## src/sv/gcd_pkg.sv

```systemverilog
// Package with shared types and constants for the genome compatibility distance block.
`default_nettype none
package gcd_pkg;
  localparam int unsigned MAX_EDGES_DEF = 256;
  localparam logic [1:0] KIND_FIRST   = 2'd0;
  localparam logic [1:0] KIND_SECOND  = 2'd1;
  localparam logic [1:0] KIND_COMPUTE = 2'd2;
  localparam logic [1:0] CFG_DFAC   = 2'd0;
  localparam logic [1:0] CFG_WFAC   = 2'd1;
  localparam logic [1:0] CFG_THRESH = 2'd2;

  typedef enum logic [2:0] {
    ST_IDLE, ST_READ, ST_MERGE, ST_PROD, ST_MUL, ST_DIV, ST_SUM, ST_OUT
  } state_t;

  typedef struct packed {
    logic [31:0] distance;
    logic [9:0]  disjoint_count;
    logic [8:0]  matching_count;
    logic        no_matches;
  } result_t;
endpackage
`default_nettype wire

```

## src/sv/gcd_div.sv

```systemverilog
// Restoring divider, one quotient bit per cycle.
`default_nettype none
module gcd_div import gcd_pkg::*; #(
  parameter int unsigned NW = 48,
  parameter int unsigned DW = 17
) (
  input  wire logic          clk,
  input  wire logic          rst_n,
  input  wire logic          start,
  input  wire logic [NW-1:0] num,
  input  wire logic [DW-1:0] den,
  output logic               done,
  output logic [NW-1:0]      quot
);
  localparam int unsigned CW = $clog2(NW + 1);
  logic [NW-1:0] q_r, q_nxt;
  logic [DW:0]   rem_r, rem_nxt;
  logic [DW-1:0] den_r;
  logic [CW-1:0] cnt_r, cnt_nxt;
  logic          busy_r, busy_nxt, done_r, done_nxt;
  logic [DW:0]   trial;

  // Shift one numerator bit into the remainder and try a subtraction.
  always_comb begin
    trial    = {rem_r[DW-1:0], q_r[NW-1]};
    q_nxt    = q_r;
    rem_nxt  = rem_r;
    cnt_nxt  = cnt_r;
    busy_nxt = busy_r;
    done_nxt = 1'b0;
    if (start) begin
      q_nxt    = num;
      rem_nxt  = '0;
      cnt_nxt  = CW'(NW);
      busy_nxt = 1'b1;
    end else if (busy_r) begin
      if (trial >= {1'b0, den_r}) begin
        rem_nxt = trial - {1'b0, den_r};
        q_nxt   = {q_r[NW-2:0], 1'b1};
      end else begin
        rem_nxt = trial;
        q_nxt   = {q_r[NW-2:0], 1'b0};
      end
      cnt_nxt = cnt_r - 1'b1;
      if (cnt_r == CW'(1)) begin
        busy_nxt = 1'b0;
        done_nxt = 1'b1;
      end
    end
  end

  always_ff @(posedge clk) begin
    if (!rst_n) begin
      busy_r <= 1'b0;
      done_r <= 1'b0;
      cnt_r  <= '0;
    end else begin
      busy_r <= busy_nxt;
      done_r <= done_nxt;
      cnt_r  <= cnt_nxt;
    end
    q_r   <= q_nxt;
    rem_r <= rem_nxt;
    if (start) den_r <= den;
  end

  assign done = done_r;
  assign quot = q_r;
endmodule
`default_nettype wire
```

## config.mk

```make
export PLATFORM = sky130hd
export DESIGN_NAME = gcd_div
export DESIGN_NICKNAME = d
export VERILOG_FILES = /design/src/sv/gcd_pkg.sv /design/src/sv/gcd_div.sv
export SDC_FILE = /design/constraint.sdc
export NUM_CORES = 1
export LEC_CHECK = 0
export BUFFER_PORTS_ARGS = -buffer_cell sky130_fd_sc_hd__buf_2
export CELL_PAD_IN_SITES_DETAIL_PLACEMENT = 1
export CELL_PAD_IN_SITES_GLOBAL_PLACEMENT = 2
export CORE_MARGIN = 3
export CORE_UTILIZATION = 30
export CTS_BUF_LIST = sky130_fd_sc_hd__clkbuf_4
export DETAILED_ROUTE_END_ITERATION = 8
export PLACE_DENSITY_LB_ADDON = 0.1
export RECOVER_POWER = 50
export SYNTH_ARGS = -nofsm -noshare
export SYNTH_HDL_FRONTEND = slang
export SYNTH_SLANG_ARGS = --single-unit
```

## constraint.sdc

```tcl
create_clock -name clk -period 2.83 [get_ports clk]
set_input_delay 0.566 -clock clk [delete_from_list [all_inputs] [get_ports clk]]
set_output_delay 0.566 -clock clk [all_outputs]
set_load 0.1 [all_outputs]
```

# After elaboration in Yosys (flattened, before gate mapping)

Cells that the tools add are included.

Input bits: 68
Logic and storage cells: 26
Register bits after elaboration: 90
Output and inout bits: 49

Order comparisons: 1
Muxes and demuxes: 10
Reductions and logical operators: 3
$add $sub $neg: 2
Equality and inequality tests: 1
Bitwise logic cells: 2

Operators by type and width:

| kind                                             | count |
|---|---|
| two-way mux 48 bit                               | 2 |
| >= comparator 18 x 17 -> 1 bit                   | 1 |
| two-way mux 17 bit                               | 1 |
| subtractor 17 bit                                | 1 |
| two-way mux 6 bit                                | 2 |
| == test 6 x 1 -> 1 bit, second input constant    | 1 |
| subtractor 6 x 1 -> 6 bit, second input constant | 1 |
| two-way mux 1 bit                                | 5 |
| OR reduction 3 bit                               | 1 |
| NOT 1 bit                                        | 2 |
| nonzero test 2 bit                               | 1 |
| OR reduction 2 bit                               | 1 |

# Logic depth before layout (Yosys ltp)

Gate-level depths: netlist of the first run.

Word-level depth: 4
Mapped depth: 12
Depth with buffers taken out: 11

# Worst setup path before layout of the first run

OpenSTA, ideal clock, no wires.

Kind: register -> register
Start point: register q_r[47], in the netlist quot[47]
End point: register rem_r[0]
Setup slack: -296 ps
Arrival: 3,047 ps
Library setup time: 79 ps
Path buffers: 0
Stages on the path, launching flop included: 12
Data required time: 2,751 ps
Clock period less this slack: 3,126 ps
Cells stage by stage: edfxtp_1 inv_1 ha_1 inv_1 fa_1 a21o_1 a221oi_2 o311ai_2 a21oi_2 a22o_4 mux2_4 a211oi_2

Longest elaborated chain between the ends: 2
Elaborated cells on any way between the ends: 3
Those cells by class: add/sub (1); order compare (1); mux (1)

Ends and longest elaborated chain:

| what                                                                       | RTL line                     | source |
|---|---|---|
| start, declared                                                            | gcd_div.sv:16                | `logic [NW-1:0] q_r, q_nxt;` |
| start signal, assigned                                                     | gcd_div.sv:62                | `q_r <= q_nxt;` |
| subtractor 17 bit / >= comparator 18 x 17 -> 1 bit (equally long branches) | gcd_div.sv:38, gcd_div.sv:37 |  |
| two-way mux 17 bit (*)                                                     | gcd_div.sv:37                | `if (trial >= {1'b0, den_r}) begin` |
| end signal, assigned                                                       | gcd_div.sv:63                | `rem_r <= rem_nxt;` |
| end, declared                                                              | gcd_div.sv:17                | `logic [DW:0] rem_r, rem_nxt;` |

Every way passes the cells marked *; elsewhere a longest branch is shown, timed or not.
A chain may end at the register's enable or synchronous reset.

# Worst setup path after layout of the first run

Start point: register q_r[47], in the netlist quot[47]
End point: register rem_r[11]

The elaborated chain is that of the path after synthesis.

==> key figures, run 1 <==
STA
  • Final setup margin: 0.145 ns
  • Final Hold Vio Count: 0
  • Final period utilization: a little over nine tenths
  • Clk_skew: 0.0163 ns
  • Fmax: 0.372 GHz
  • Min Hold Slack: 0.266 ns
  • RSZ-0062 raised after global routing: false
  • Setup-failing EPs final: 0
  • Fin crit period: around 2.7 ns
  • Slew @ Worst Pin: 0.752 ns
  • Final Max Tran Viols: 0
  • Worst slew margin: 49.8%

Global route
  • Largest net degree at the start of global routing: just over 80
  • First-pass GRT wire length: 18200 µm
  • Antenna violations before repair: 3
  • Vias in the first global route: 3509
  • Gr usage total: 14.1%
  • Remaining global-route overflow: 0

Drt
  • Total number of vias: 3267
  • Residual DRC: 0
  • Routed wire length: approximately 11000 µm
  • Vias per Instance: ~4.8
  • DRT antenna net count: 0
  • Pre-antenna DRT Iters: 4
  • WL per Instance: approximately 17 µm
  • Iter 0 DRT Violations: approximately 150

Synth
  • Mux share of post-synthesis cell area: ~15%
  • Synthesized cell area: 0.00452 mm²
  • Post-Synth Adder-Cell Area: ~5.7%
  • Post-Syn Nets: 452
  • Gate Count Post-Synth: 364
  • Top cells by area, synth: edfxtp_1 43%, mux2_2 12%, dfxtp_1 11%
  • XOR/XNOR share of the synthesized area: 3.87%
  • Count leader, synth: edfxtp_1
  • Area fraction of the dominant cell type after synthesis: 43.2%
  • Post-synth top area cell: edfxtp_1
  • Synth Register Bits: 90
  • Cell variety after synth: 46
  • Ys async rst share: 0%
  • Synth Area in Compound Gates: roughly 11%
  • YS warnings: 0
  • Post-synth top cells: 65 x edfxtp_1, 47 x mux2_2, 26 x inv_1
  • Register area share after synthesis: between 50% and 60%
  • Post-synth EDFFs: 65
  • Syn avg cell area: 12.4 µm²
  • Largest family of logic cells by synthesized area: multiplexers
  • Top FF cell, synth: edfxtp_1
  • Synth Area in Simple Gates: 6.34%

Floorplan
  • Die H: between 100 and 150 µm
  • Die ar.: 0.0166 mm²
  • Io pins: between 100 and 150
  • Site Rows: 44
  • Initial core utilization: 30.9%
  • Core Footprint: 0.0146 mm²
  • Die X-Extent: 129 µm

Place
  • Place WS: 0.0726 ns
  • RePlAce Congestion: 0.769
  • Hpwl dp: between 8000 and 9000 µm
  • Buffers on Ports: about 120
  • Placed cells: between 600 and 700

Min path
  • Hold path endpoint: den_r[6]
  • Hold Path Depth: 1
  • Hold path startpoint: den[6]
  • Worst hold path class: in2reg

Final layout
  • Final Instance Count excl. Fillers: 675
  • Nets: 573
  • Final core occ: 37.8%
  • Multi-input logic area: 0.00190 mm²
  • Share of layout cells above drive strength 1: 40.6%
  • Synthesis-to-layout area growth: 22.6%
  • Register area: 0.00245 mm²
  • Filler Cell Count: 1595

Power and ir drop
  • Comb power frac: 33.6%
  • Net Sw Power: 1.43 mW
  • Clock power frac: 21.6%
  • Sw Share: approximately 39%
  • Maximum vdd ir drop: around 360 µV
  • Pleak: 2.38 nW
  • PwrDens: 654 mW/mm²
  • Seq pwr share: 44.8%
  • Pint: 2.19 mW

CTS
  • Clk Latency, worst-skew pair: between 0.4 and 0.5 ns
  • H-tree depth: 3
  • CTS Sinks: 90
  • Hold-fix buffers at CTS: 0
  • TritonCTS Buffers: 9
  • Clock Root Buffer: clkbuf_4
  • CTS Buffer Depth: 2
  • Clk slew on worst S/H paths: 0.15 ns
  • CTS tree: done

Critical path
  • Kind of critical path: reg2reg
  • Worst-path maximum fanout: 10
  • Reg2Reg Launch Point: quot[47]
  • R2r endpoint: rem_r[11]
  • Startpoint types: register
  • CP Data Required Time: 3.17 ns
  • R2R Setup Slk: approximately 0.14 ns
  • Critical Path AT: ~3.0 ns
  • Reg2Reg Depth: 12
  • CP Capture Type: register

Job
  • Max_cap viols: 0

Run status
  • Outcome: completed
-- registers in the layout, indices dropped and copies added, names as in the netlist --
register  count
den_r        17
busy_r        1
quot         48
done          1
cnt_r         6
rem_r        17
-- cell type report --
class | count | area share [%]
clock inverters | 5 | 1.17
diodes | 1 | 0.0452
well taps | 184 | 4.15
multi-input cells | 231 | 34.3
inverters | 26 | 1.76
flip-flops and latches | 90 | 44.3
repair buffers | 127 | 12.8
clock buffers | 11 | 1.49
-- per-layer routing --
metal  routed length, µm  share of wire (%)  GRT usage [%]  vias to the layer above
li1                    -                  -              -                     1586
met1                4850                 43           16.8                     1575
met2                5300                 47           22.5                       84
met3                 866                7.7           6.56                       18
met4                 194                1.7           4.69                        4
met5                  34               0.30              0                        -
-- logic make-up after synthesis --
group,after synthesis
buffers and inverters,43
flip-flops,90
XOR/XNOR,20
AND/OR/NAND/NOR,62
AO/OA/AOI/OAI,69
multiplexers,60
adder cells (fa/ha/maj),20
-- worst max-delay path: stages, from the launching register on --
cell	delay, ns
edfxtp_1	0.40
inv_1	0.08
ha_2	0.18
inv_2	0.04
fa_2	0.37
a21o_1	0.21
a221oi_4	0.27
o311ai_2	0.17
a21oi_2	0.21
a22o_4	0.20
buf_12	0.14
mux2i_1	0.20
a211oi_1	0.09
-- cell usage in the layout (no fill, tap or decap), types with 4 or more instances in the layout --
cell,netlist,routed
buf_2,1,115
edfxtp_1,65,65
mux2_2,47,47
inv_1,26,25
dfxtp_1,25,25
nor2_1,21,21
nand2_1,18,18
ha_1,19,18
a21oi_1,17,17
a211oi_1,14,14
mux2i_1,12,12
xnor2_1,11,11
clkbuf_4,0,11
xor2_1,9,9
o21ai_0,9,8
buf_4,0,7
nand4_1,6,6
a21o_1,4,4
and3_1,4,4
nand2b_1,4,4
buf_12,1,4
-- repair_timing --
item	CTS	global route
resized for setup	0	1
setup buffers	0	4
endpoints found under the setup margin	0	13
hold endpoints to repair	0	0
-- worst max-delay path by stage --
stage                      endpoint  slack (ns)  depth (start not counted)  startpoint
after global placement     rem_r[1]        0.16                         12    quot[47]
after CTS                 rem_r[11]        0.05                         12    quot[47]
after detailed placement   rem_r[1]        0.07                         12    quot[47]
after floorplan            rem_r[0]       -0.24                         11    quot[47]
final                     rem_r[11]        0.14                         12    quot[47]
after global routing       rem_r[6]      0.0007                         12    quot[47]
-- stage by stage --
step           TNS, ns  area [µm²]  power [mW]
2_1_floorplan    -3.19        4530        2.61
6_report             0        5540        3.62
3_3_place_gp         0        5360        2.86
3_5_place_dp         0        5360        2.87
5_1_grt              0        5540        3.81
4_1_cts              0        5500        3.68
-- power groups by stage --
stage | sequential [mW] | clock [mW] | combinational, mW
finish | 1.62 | 0.784 | 1.22
global route | 1.64 | 0.871 | 1.30
CTS | 1.63 | 0.832 | 1.22
detailed placement | 1.65 | 0 | 1.21
global placement | 1.65 | 0 | 1.21
floorplan | 2.18 | 0 | 0.427
No activity file was read; power rests on OpenSTA's default activity.
==> run 2: changes to the inputs <==
--- a/config.mk
+++ b/config.mk
@@ -5,13 +5,13 @@
 export SDC_FILE = /design/constraint.sdc
 export NUM_CORES = 1
 export LEC_CHECK = 0
-export BUFFER_PORTS_ARGS = -buffer_cell sky130_fd_sc_hd__buf_2
 export CELL_PAD_IN_SITES_DETAIL_PLACEMENT = 1
 export CELL_PAD_IN_SITES_GLOBAL_PLACEMENT = 2
 export CORE_MARGIN = 3
 export CORE_UTILIZATION = 30
 export CTS_BUF_LIST = sky130_fd_sc_hd__clkbuf_4
 export DETAILED_ROUTE_END_ITERATION = 8
+export DONT_BUFFER_PORTS = 1
 export PLACE_DENSITY_LB_ADDON = 0.1
 export RECOVER_POWER = 50
 export SYNTH_ARGS = -nofsm -noshare
==> run 2 against run 1 <==
Sequential share of layout area is 4.7 points higher. Largest cell class unchanged. Combinational power is 53% lower. Maximum frequency is 0.46% higher. First-iteration DRC count is 24% lower. Final area is 9.7% lower.
==> key figures, run 2 (synthesis results as in run 1) <==
Run status
  • Outcome: completed

CTS
  • Clk slew on worst S/H paths: ~0.15 ns
  • Clock Root Buffer: clkbuf_4
  • CTS Buffer Depth: 2
  • Clk Latency, worst-skew pair: 0.47 ns
  • TritonCTS Buffers: 9
  • CTS Sinks: 90
  • Hold-fix buffers at CTS: 0
  • H-tree depth: 3
  • CTS tree: done

Min path
  • Worst hold path class: in2reg

Critical path
  • CP max stage cell: edfxtp_1
  • Startpoint types: register
  • Critical Path, Cell by Cell: inv_2 > ha_4 > inv_2 > fa_2 > a21o_1 > a221oi_2 > o311ai_2 > a21oi_2 > a22o_4 > buf_12 > mux2i_4 > a211oi_2
  • CP Capture Type: register
  • CP max stage delay: 0.44 ns
  • Critical Path AT: 3.02 ns
  • Kind of critical path: reg2reg
  • CP Data Required Time: 3.18 ns
  • Worst-path maximum fanout: 7
  • CP dominant cell by count: inv_2

STA
  • Setup-failing EPs final: 0
  • Slew @ Worst Pin: between 1 and 1.5 ns
  • Final period utilization: 94.5%
  • Final Hold Vio Count: 0
  • Final Max Tran Viols: 0
  • Fin crit period: 2.67 ns
  • Fmax: about 0.37 GHz
  • Clk_skew: ~0.012 ns
  • Setup TNS: 0 ns
  • Worst slew margin: around a fifth

Drt
  • Pre-antenna DRT Iters: 6
  • Routed wire length: about 11000 µm
  • DRT antenna net count: 0
  • WL per Instance: 18.7 µm
  • Iter 0 DRT Violations: 117
  • Vias per Instance: 4.96
  • Residual DRC: 0
  • Total number of vias: between 2000 and 3000

Power and ir drop
  • Pleak: roughly 1.9 nW
  • Final total power: 3.46 mW
  • Maximum vdd ir drop: ~360 µV
  • PwrDens: 691 mW/mm²

Floorplan
  • Site Rows: 44
  • Die H: 129 µm
  • Die X-Extent: approximately 130 µm
  • Initial core utilization: a little under a third
  • Die ar.: about 0.017 mm²
  • Core Footprint: 0.0146 mm²
  • Io pins: 117

Final layout
  • Antenna diodes: 0
  • Final Instance Count excl. Fillers: 563
  • Share of layout cells above drive strength 1: around 25%
  • Most common cell after layout, fill and taps aside: edfxtp_1
  • Max reg flops: 48
  • Commonest non-fill, non-tap cells in the layout: 65 x edfxtp_1, 47 x mux2_2, 25 x dfxtp_1, 24 x inv_1, 21 x nor2_1
  • Nets: 462
  • Synthesis-to-layout area growth: 10.7%
  • Final non-filler cell area: 0.00500 mm²

Global route
  • Gr usage total: ~13%
  • Remaining global-route overflow: 0
  • Vias in the first global route: between 3000 and 4000
  • Antenna violations before repair: 0
  • Largest net degree at the start of global routing: 82
  • First-pass GRT wire length: 16800 µm

Job
  • Max_cap viols: 0

Place
  • Placed cells: ~540
  • Placed Area: 0.00476 mm²
  • Hpwl dp: 7320 µm
  • Buffers on Ports: 0
  • RePlAce Congestion: 0.707
run 2: area by class of cell:
class | count | area (µm²)
fillers | 1589 | 9640
flip-flops and latches | 90 | 2450
multi-input cells | 231 | 1930
well taps | 184 | 230
repair buffers | 16 | 160
inverters | 26 | 97.6
clock buffers | 10 | 75.1
clock inverters | 6 | 57.6
run 2: per-stage QoR:
step / setup WS (ns) / utilization, % / hold slack [ns]
after floorplan: -0.237 / - / 0.469
after global placement: 0.180 / 32.5 / 0.481
after detailed placement: 0.0753 / 32.5 / 0.494
after CTS: 0.0456 / 33.4 / 0.0976
after global routing: -0.00830 / 34.2 / 0.0912
final: 0.157 / 34.2 / 0.158
run 2: final timing paths:
check	cells after the start	slack (ns)	from	end
hold / removal	1	0.16	start	rem_r[7]
hold reg to reg	2	0.52	rem_r[11]	rem_r[11]
setup / recovery	12	0.16	quot[47]	rem_r[7]
setup reg to reg	12	0.16	quot[47]	rem_r[7]
run 2: timing repair:
action | 4_1_cts | 5_1_grt
resized for setup | 0 | 8
endpoints found under the hold margin | 0 | 0
buffers inserted | 0 | 7
endpoints found under the setup margin | 0 | 13
run 2: worst max-delay path: cells and delay by family (launching register included):
family	cells	cell delay (ns)
flip-flops	1	0.44
AO/OA/AOI/OAI	6	1.15
buffers and inverters	3	0.27
multiplexers	1	0.23
adder cells (fa/ha/maj)	2	0.47
run 2: layer usage:
layer | wire length, µm | track usage, %
met1 | 4590 | 16.0
met2 | 4980 | 19.9
met3 | 861 | 6.85
met4 | 107 | 3.34
met5 | 0 | 0
run 2: power by group:
part | switching [mW] | internal [mW] | total [mW]
Sequential | 0.605 | 1.56 | 2.17
Combinational | 0.300 | 0.280 | 0.579
Clock | 0.499 | 0.213 | 0.712
Total | 1.40 | 2.06 | 3.46
==> run 3: changes to the inputs <==
--- a/config.mk
+++ b/config.mk
@@ -12,7 +12,7 @@
 export CTS_BUF_LIST = sky130_fd_sc_hd__clkbuf_4
 export DETAILED_ROUTE_END_ITERATION = 8
 export DONT_BUFFER_PORTS = 1
-export PLACE_DENSITY_LB_ADDON = 0.1
+export PLACE_DENSITY = 0.61
 export RECOVER_POWER = 50
 export SYNTH_ARGS = -nofsm -noshare
 export SYNTH_HDL_FRONTEND = slang
==> run 3 against run 2 <==
Cell count decreased by 0.53%. Final area decreased by 0.83%. First-iteration DRC count unchanged. Sequential power about the same. Critical path type unchanged. Largest power group unchanged.
==> key figures, run 3 (synthesis results as in run 1) <==
Final layout
  • Final core occ: 33.9%
  • Antenna diodes: 0
  • Commonest non-fill, non-tap cells in the layout: 65 x edfxtp_1, 47 x mux2_2, 25 x inv_1, 25 x dfxtp_1, 21 x nor2_1
  • Max reg flops: 48
  • Final non-filler cell area: 0.00496 mm²
  • Nets: 459
  • Share of layout cells above drive strength 1: 22.9%
  • Synthesis-to-layout area growth: 9.77%
  • Most common cell after layout, fill and taps aside: edfxtp_1

STA
  • Slew @ Worst Pin: 0.967 ns
  • Final Hold Vio Count: 0
  • Worst slew margin: 35.5%
  • Fin crit period: between 2 and 3 ns
  • Setup TNS: 0 ns
  • Setup-failing EPs final: 0
  • Final Max Tran Viols: 0
  • Final period utilization: 93.9%
  • Final setup margin: 0.173 ns
  • Fmax: 0.376 GHz
  • Clk_skew: 0.0237 ns

Min path
  • Worst hold path class: in2reg

Floorplan
  • Die H: between 100 and 150 µm
  • Die ar.: approximately 0.017 mm²
  • Initial core utilization: 30.9%
  • Die X-Extent: 129 µm
  • Core Footprint: about 0.015 mm²
  • Io pins: 117
  • Site Rows: 44

CTS
  • Hold-fix buffers at CTS: 0
  • CTS Sinks: 90
  • H-tree depth: 3
  • CTS tree: done
  • Clock Root Buffer: clkbuf_4
  • TritonCTS Buffers: 9
  • CTS Buffer Depth: 2
  • Clk Latency, worst-skew pair: 0.47 ns
  • Clk slew on worst S/H paths: between 0.15 and 0.2 ns

Global route
  • First-pass GRT wire length: 16900 µm
  • Vias in the first global route: 3085
  • Remaining global-route overflow: 0
  • Antenna violations before repair: 0
  • Gr usage total: 13.0%
  • Largest net degree at the start of global routing: 82

Place
  • Buffers on Ports: 0
  • Placed Area: 0.00476 mm²
  • Place WS: 0.0126 ns
  • Hpwl dp: 7330 µm
  • RePlAce Congestion: between 0.7 and 0.8

Drt
  • Residual DRC: 0
  • Iter 0 DRT Violations: 117
  • DRT antenna net count: 0
  • Routed wire length: 10400 µm
  • WL per Instance: 18.6 µm
  • Pre-antenna DRT Iters: 4
  • Total number of vias: between 2000 and 3000
  • Vias per Instance: just over 5

Critical path
  • CP Capture Type: register
  • CP max stage cell: edfxtp_1
  • Critical Path AT: 2.99 ns
  • Worst-path maximum fanout: 8
  • Kind of critical path: reg2reg
  • CP max stage delay: 0.41 ns
  • Startpoint types: register
  • CP Data Required Time: roughly 3.2 ns
  • Critical Path, Cell by Cell: inv_1 > ha_2 > inv_2 > fa_2 > a21o_1 > a221oi_4 > o311ai_4 > a21oi_2 > a22o_4 > buf_12 > mux2i_1 > a211oi_1

Job
  • Max_cap viols: 0

Power and ir drop
  • PwrDens: 707 mW/mm²
  • Comb power frac: 15.8%
  • Clock power frac: about 22%
  • Pint: 2.11 mW
  • Maximum vdd ir drop: 366 µV
  • Sw Share: 39.8%
  • Pleak: between 1.5 and 2 nW
  • Net Sw Power: 1.40 mW
  • Seq pwr share: 61.9%

Run status
  • Outcome: completed
==> run 3: critical path: cells and delay by family, from the launching register on <==
| kind | cells | cell delay, ns |
|---|---|---|
| flops | 1 | 0.41 |
| buf+inv | 3 | 0.27 |
| compound gates | 6 | 1.11 |
| fa+ha+maj | 2 | 0.54 |
| mux | 1 | 0.19 |
==> run 3: metal layers <==
| metal | vias up | GRT usage, % | share of wire (%) | routed length (µm) |
|---|---|---|---|---|
| li1 | 1364 | - | - | - |
| met1 | 1353 | 15.6 | 43 | 4490 |
| met2 | 94 | 20.2 | 46 | 4740 |
| met3 | 11 | 6.93 | 9.8 | 1020 |
| met4 | 0 | 4.26 | 1.4 | 149 |
| met5 | - | 0 | 0 | 0 |
==> run 3: final timing paths <==
path / from / to / slack (ns) / cells after the start
min reg2reg: cnt_r[1] / cnt_r[1] / 0.51 / 2
max reg2reg: quot[47] / rem_r[10] / 0.17 / 12
min: start / rem_r[11] / 0.17 / 1
max: quot[47] / rem_r[10] / 0.17 / 12
==> run 3: power groups by stage <==
stage               Sequential, mW  Clock (mW)  Combinational [mW]
floorplan                     2.18           0               0.427
global placement              2.20           0               0.534
detailed placement            2.20           0               0.539
CTS                           2.17       0.841               0.545
global route                  2.19       0.880               0.623
finish                        2.17       0.784               0.554
==> run 3: layout make-up <==
class	instances	area, µm²
Clock buffer	9	67.6
Clock inverter	7	83.8
Sequential cell	90	2450
Tap cell	184	230
Timing Repair Buffer	13	123
Fill cell	1596	9680
Inverter	26	97.6
Multi-Input combinational cell	231	1910
==> run 3: repair_timing <==
action	4_1_cts	5_1_grt
gates resized for setup	0	2
setup buffers	2	3
pin swaps	2	4
setup endpoints to repair	6	17
hold endpoints to repair	0	0
==> run 3: stage by stage <==
step / std cells / hold WS (ns) / power, mW
2_1_floorplan: 364 / 0.469 / 2.61
3_3_place_gp: 539 / 0.482 / 2.74
3_5_place_dp: 539 / 0.494 / 2.74
4_1_cts: 557 / 0.106 / 3.56
5_1_grt: 560 / 0.108 / 3.69
6_report: 560 / 0.172 / 3.51
